<file path="config.mk">
export PLATFORM = sky130hd
export DESIGN_NAME = lmcd_fifo
export DESIGN_NICKNAME = d
export VERILOG_FILES = /design/src/rtl/lmcd_pkg.sv /design/src/rtl/lmcd_fifo.sv
export SDC_FILE = /design/constraint.sdc
export NUM_CORES = 1
export LEC_CHECK = 0
export BUFFER_PORTS_ARGS = -buffer_cell sky130_fd_sc_hd__buf_2
export CAP_MARGIN = 20
export CORE_MARGIN = 2
export CORE_UTILIZATION = 56
export CTS_CLUSTER_DIAMETER = 50
export CTS_CLUSTER_SIZE = 8
export DETAILED_ROUTE_END_ITERATION = 12
export GPL_TIMING_DRIVEN = 0
export PLACE_DENSITY = 0.75
export SYNTH_ARGS = -nofsm -noshare
export SYNTH_HDL_FRONTEND = slang
export SYNTH_SLANG_ARGS = --single-unit
</file>
<file path="constraint.sdc">
create_clock -name clk -period 3.3 [get_ports clk]
set_clock_uncertainty 0.1 [all_clocks]
set_input_delay 0.165 -clock clk [delete_from_list [all_inputs] [get_ports clk]]
set_output_delay 0.165 -clock clk [all_outputs]
set_load 0.03 [all_outputs]
</file>
<file path="src/rtl/lmcd_pkg.sv">
// Shared constants and types of the local maximum centroid detector.
package lmcd_pkg;

  localparam int MAX_RADIUS_DEF = 3;
  localparam int MAX_HEIGHT_DEF = 512;
  localparam int PIXEL_BITS_DEF = 16;

  localparam int RAD_CFG_W = 2;
  localparam int HGT_CFG_W = 10;
  localparam int WID_W = 13;
  localparam int COL_W = 12;
  localparam int WIDTH_LIMIT = 4096;

  localparam int ROW_OUT_W = 18;
  localparam int COL_OUT_W = 21;
  localparam int FRAC_BITS = 8;

  localparam int APB_ADDR_W = 4;
  localparam int APB_DATA_W = 32;
  localparam logic [1:0] REG_RADIUS = 2'd0;
  localparam logic [1:0] REG_HEIGHT = 2'd1;
  localparam logic [1:0] REG_WIDTH = 2'd2;

  localparam int QUEUE_DEPTH = 4;

  typedef struct packed {
    logic [RAD_CFG_W-1:0] radius;
    logic [HGT_CFG_W-1:0] height;
    logic [WID_W-1:0]     width;
  } cfg_t;

endpackage

</file>
<file path="src/rtl/lmcd_fifo.sv">
// Small queue of particle candidates between the window scan and the divider.
module lmcd_fifo #(
  parameter int W = 8
) (
  input  logic         clk,
  input  logic         rst,
  input  logic         push,
  input  logic [W-1:0] push_data,
  output logic         full,
  input  logic         pop,
  output logic [W-1:0] pop_data,
  output logic         empty
);
  localparam int D = lmcd_pkg::QUEUE_DEPTH;
  localparam int PW = $clog2(D);
  localparam int CW = $clog2(D + 1);

  logic [W-1:0]  slots [D];
  logic [PW-1:0] wr_ptr;
  logic [PW-1:0] rd_ptr;
  logic [CW-1:0] count;

  assign full = (count == CW'(D));
  assign empty = (count == '0);
  assign pop_data = slots[rd_ptr];

  always_ff @(posedge clk) begin
    if (push) begin
      slots[wr_ptr] <= push_data;
    end
  end

  always_ff @(posedge clk) begin
    if (rst) begin
      wr_ptr <= '0;
      rd_ptr <= '0;
      count <= '0;
    end else begin
      if (push) begin
        wr_ptr <= (wr_ptr == PW'(D - 1)) ? '0 : wr_ptr + 1'b1;
      end
      if (pop) begin
        rd_ptr <= (rd_ptr == PW'(D - 1)) ? '0 : rd_ptr + 1'b1;
      end
      if (push && !pop) begin
        count <= count + 1'b1;
      end else if (pop && !push) begin
        count <= count - 1'b1;
      end
    end
  end

  a_no_overflow: assert property (@(posedge clk) disable iff (rst) !(push && full && !pop))
    else $error("push into full queue");
  a_no_underflow: assert property (@(posedge clk) disable iff (rst) !(pop && empty))
    else $error("pop from empty queue");
  a_count_range: assert property (@(posedge clk) disable iff (rst) count <= CW'(D))
    else $error("queue count out of range");

endmodule

</file>
==> impl_metrics.ini <==
[status]
status = complete, no violations

[logic_synthesis]
postSynthAreaPerCell_um2 = 18.58
syn-num-nets = 105
syn_inst = 86
ys.warnings.count = 0
synth.area.mux_share = 0.1378
synth_compound_area_frac = 0.009397
yosysUniqueCellTypes = 17
synthSimpleGateAreaFrac = 0.04855
synth_xor_area_frac = 0.01096
yosysSeqAreaShare = 0.7142
synth_adder_area_share = 0.05951
synth-seq-cells = 41
synth_top_family_by_area = multiplexers
synth_area_mm2 = 0.001598

[cells_and_area]
drive_gt1_frac = 0.3065
layout_commonest_cell = edfxtp_1
final_nets = 142
final_cell_mix = 32 x edfxtp_1, 21 x buf_2, 9 x dfxtp_1, 9 x dlygate4sd3_1, 8 x mux4_2
final_area_mm2 = 0.001908
antenna_cells = 0
area_growth_pct = 19.42

[global_route]
grt_first_pass_wirelength_um = 3760
antenna_found_initial = 0
grt_pass1_vias = 861
overflow = 0
grt_max_degree = 14
grt.total_usage = 0.1676

[place]
gp_congestion = 0.7172
dp_hpwl_um = 1655
portBuffers = 21
placed_cell_area_mm2 = 0.001742

[sta]
maxSlewViolCount = 0
post-route-period-util = 0.5513
rsz0062_at_grt = no
fmax_ghz = 0.5496
hold_viol = 0
tightest_slew_ns = 0.4117
relSlewSlack = 0.7255
tns_ns = 0
setup_viol = 0
post-route-min-period_ns = 1.819

[die]
rows = 19
die_x_um = 57.42
initial_core_util = 0.5844
num_io_pins = 22
fp.coreArea_mm2 = 0.002734
die_area_mm2 = 0.003296
die_h_um = 57.42

[routing]
drt-total-wl_um = 2393
drc = 0
wl_per_cell_um = 15.44
vias = 832
drt_iter0_drc = 39
vias_per_cell = 5.368
drtAntennaViolNets = 0
first_pass_iters = 4

[setup_path]
r2r_cells = 4
r2r_start = count[0]
critPathMaxFanout = 8
path_cells = buf_6, mux4_2, buf_2
path_class = reg2out
max_stage_delay_ns = 0.52
r2r_end = count[2]
required_ns = 3.03
critPathLaunchType = register
worstSetupEndpointType = primary output
timing.reg2reg.setup_slack_ns = 1.69
slowest_stage = mux4_2
crit_arrival_ns = 1.55

[clock_network]
clockBufferDepth = 2
tritoncts = yes
clk_latency_ns = 0.34
clk_pin_slew_ns = 0.11
htreeDepth = 2
cts_buffers = 5
clock-sinks = 41
ctsRootBufferMaster = clkbuf_4

[pwr]
clkPwrFrac = 0.287
vdd_drop_max_v = 0.0005134
swShare = 0.2403
power_frac_seq = 0.564
power.density_mw_per_mm2 = 560.7
p_switching_mw = 0.2571
combPwrFrac = 0.149
p_int_mw = 0.8127
leakage_nw = 0.7240

[hold_path]
min_from = pop
worstHoldEndpoint = rd_ptr[1]
hold_depth = 3
hold_path.class = in2reg

[job]
maxCapViolCount = 0
worst max path at each step:
stage	from	endpoint	slack, ns	depth (start not counted)
floorplan	pop	count[2]	1.77	7
global route	register	pop_data[2]	1.38	3
finish	register	pop_data[2]	1.48	3
CTS	register	pop_data[2]	1.46	3
global placement	pop	count[2]	1.59	8
detailed placement	pop	count[2]	1.50	8
registers in the layout, indices dropped and copies added, names as in the netlist, named ones only:
register	cells
wr_ptr	2
count	3
rd_ptr	2
slots	32
cell families (layout without fill, tap and decap cells):
kind of cell / after synthesis / count (layout)
compound gates: 3 / 3
xor+xnor: 2 / 2
fa+ha+maj: 7 / 7
buf+inv: 6 / 44
flops: 41 / 41
mux: 12 / 12
simple gates: 15 / 15
cell usage after synthesis:
| cell type | number | share of area |
|---|---|---|
| edfxtp_1 | 32 | 0.60 |
| dfxtp_1 | 9 | 0.11 |
| mux4_2 | 8 | 0.11 |
| nor2_1 | 7 | 0.016 |
| ha_1 | 6 | 0.047 |
| and2_1 | 4 | 0.016 |
| inv_1 | 4 | 0.0094 |
| mux2i_1 | 4 | 0.025 |
| a21oi_1 | 2 | 0.0063 |
| nor3b_1 | 2 | 0.0094 |
| xor2_1 | 2 | 0.011 |
| buf_6 | 1 | 0.0070 |
| clkbuf_2 | 1 | 0.0031 |
| fa_1 | 1 | 0.013 |
| nor3_1 | 1 | 0.0031 |
| o21ai_0 | 1 | 0.0031 |
| or3_1 | 1 | 0.0039 |
through the flow:
step | util | total power, mW | hold WS, ns | worst slack (ns) | instances
2_1_floorplan | - | 0.7208 | 0.1341 | 1.773 | 86
3_3_place_gp | 0.6371 | 0.7592 | 0.2763 | 1.595 | 138
3_5_place_dp | 0.6371 | 0.7682 | 0.2885 | 1.502 | 138
4_1_cts | 0.6979 | 1.076 | 0.03170 | 1.456 | 155
5_1_grt | 0.6979 | 1.115 | 0.05078 | 1.379 | 155
6_report | 0.6979 | 1.070 | 0.03821 | 1.481 | 155
power by group through the flow:
stage	registers [mW]	logic (mW)	clock network [mW]
floorplan	0.610	0.110	0
global placement	0.612	0.147	0
detailed placement	0.615	0.153	0
CTS	0.604	0.162	0.311
global route	0.607	0.172	0.336
finish	0.603	0.160	0.307
critical path: cells and delay by family (launching register included):
family,cells,cell delay (ns)
multiplexers,1,0.52
flip-flops,1,0.34
buffers and inverters,2,0.35
repair_timing:
| action | in CTS | in global routing |
|---|---|---|
| hold buffers | 9 | 0 |
| setup endpoints to repair | 0 | 0 |
| endpoints found under the hold margin | 41 | 0 |
| setup buffers | 0 | 0 |
| resized for setup | 0 | 0 |
area by class of cell:
cell class	count	area (um2)
inverters	4	15.01
clock buffers	6	41.29
well taps	31	38.79
flip-flops and latches	41	1141
multi-input cells	39	425.4
fillers	180	825.8
clock inverters	2	35.03
repair buffers	30	195.2
plain buffers	2	16.27
metal layers:
layer / part of all wire / up-vias / track usage
li1: - / 400 / -
met1: 0.39 / 404 / 0.1820
met2: 0.55 / 28 / 0.2744
met3: 0.061 / 0 / 0.08844
met4: 0 / 0 / 0.06977
met5: 0 / - / 0
Note: power is estimated with default switching activity, not from simulation.
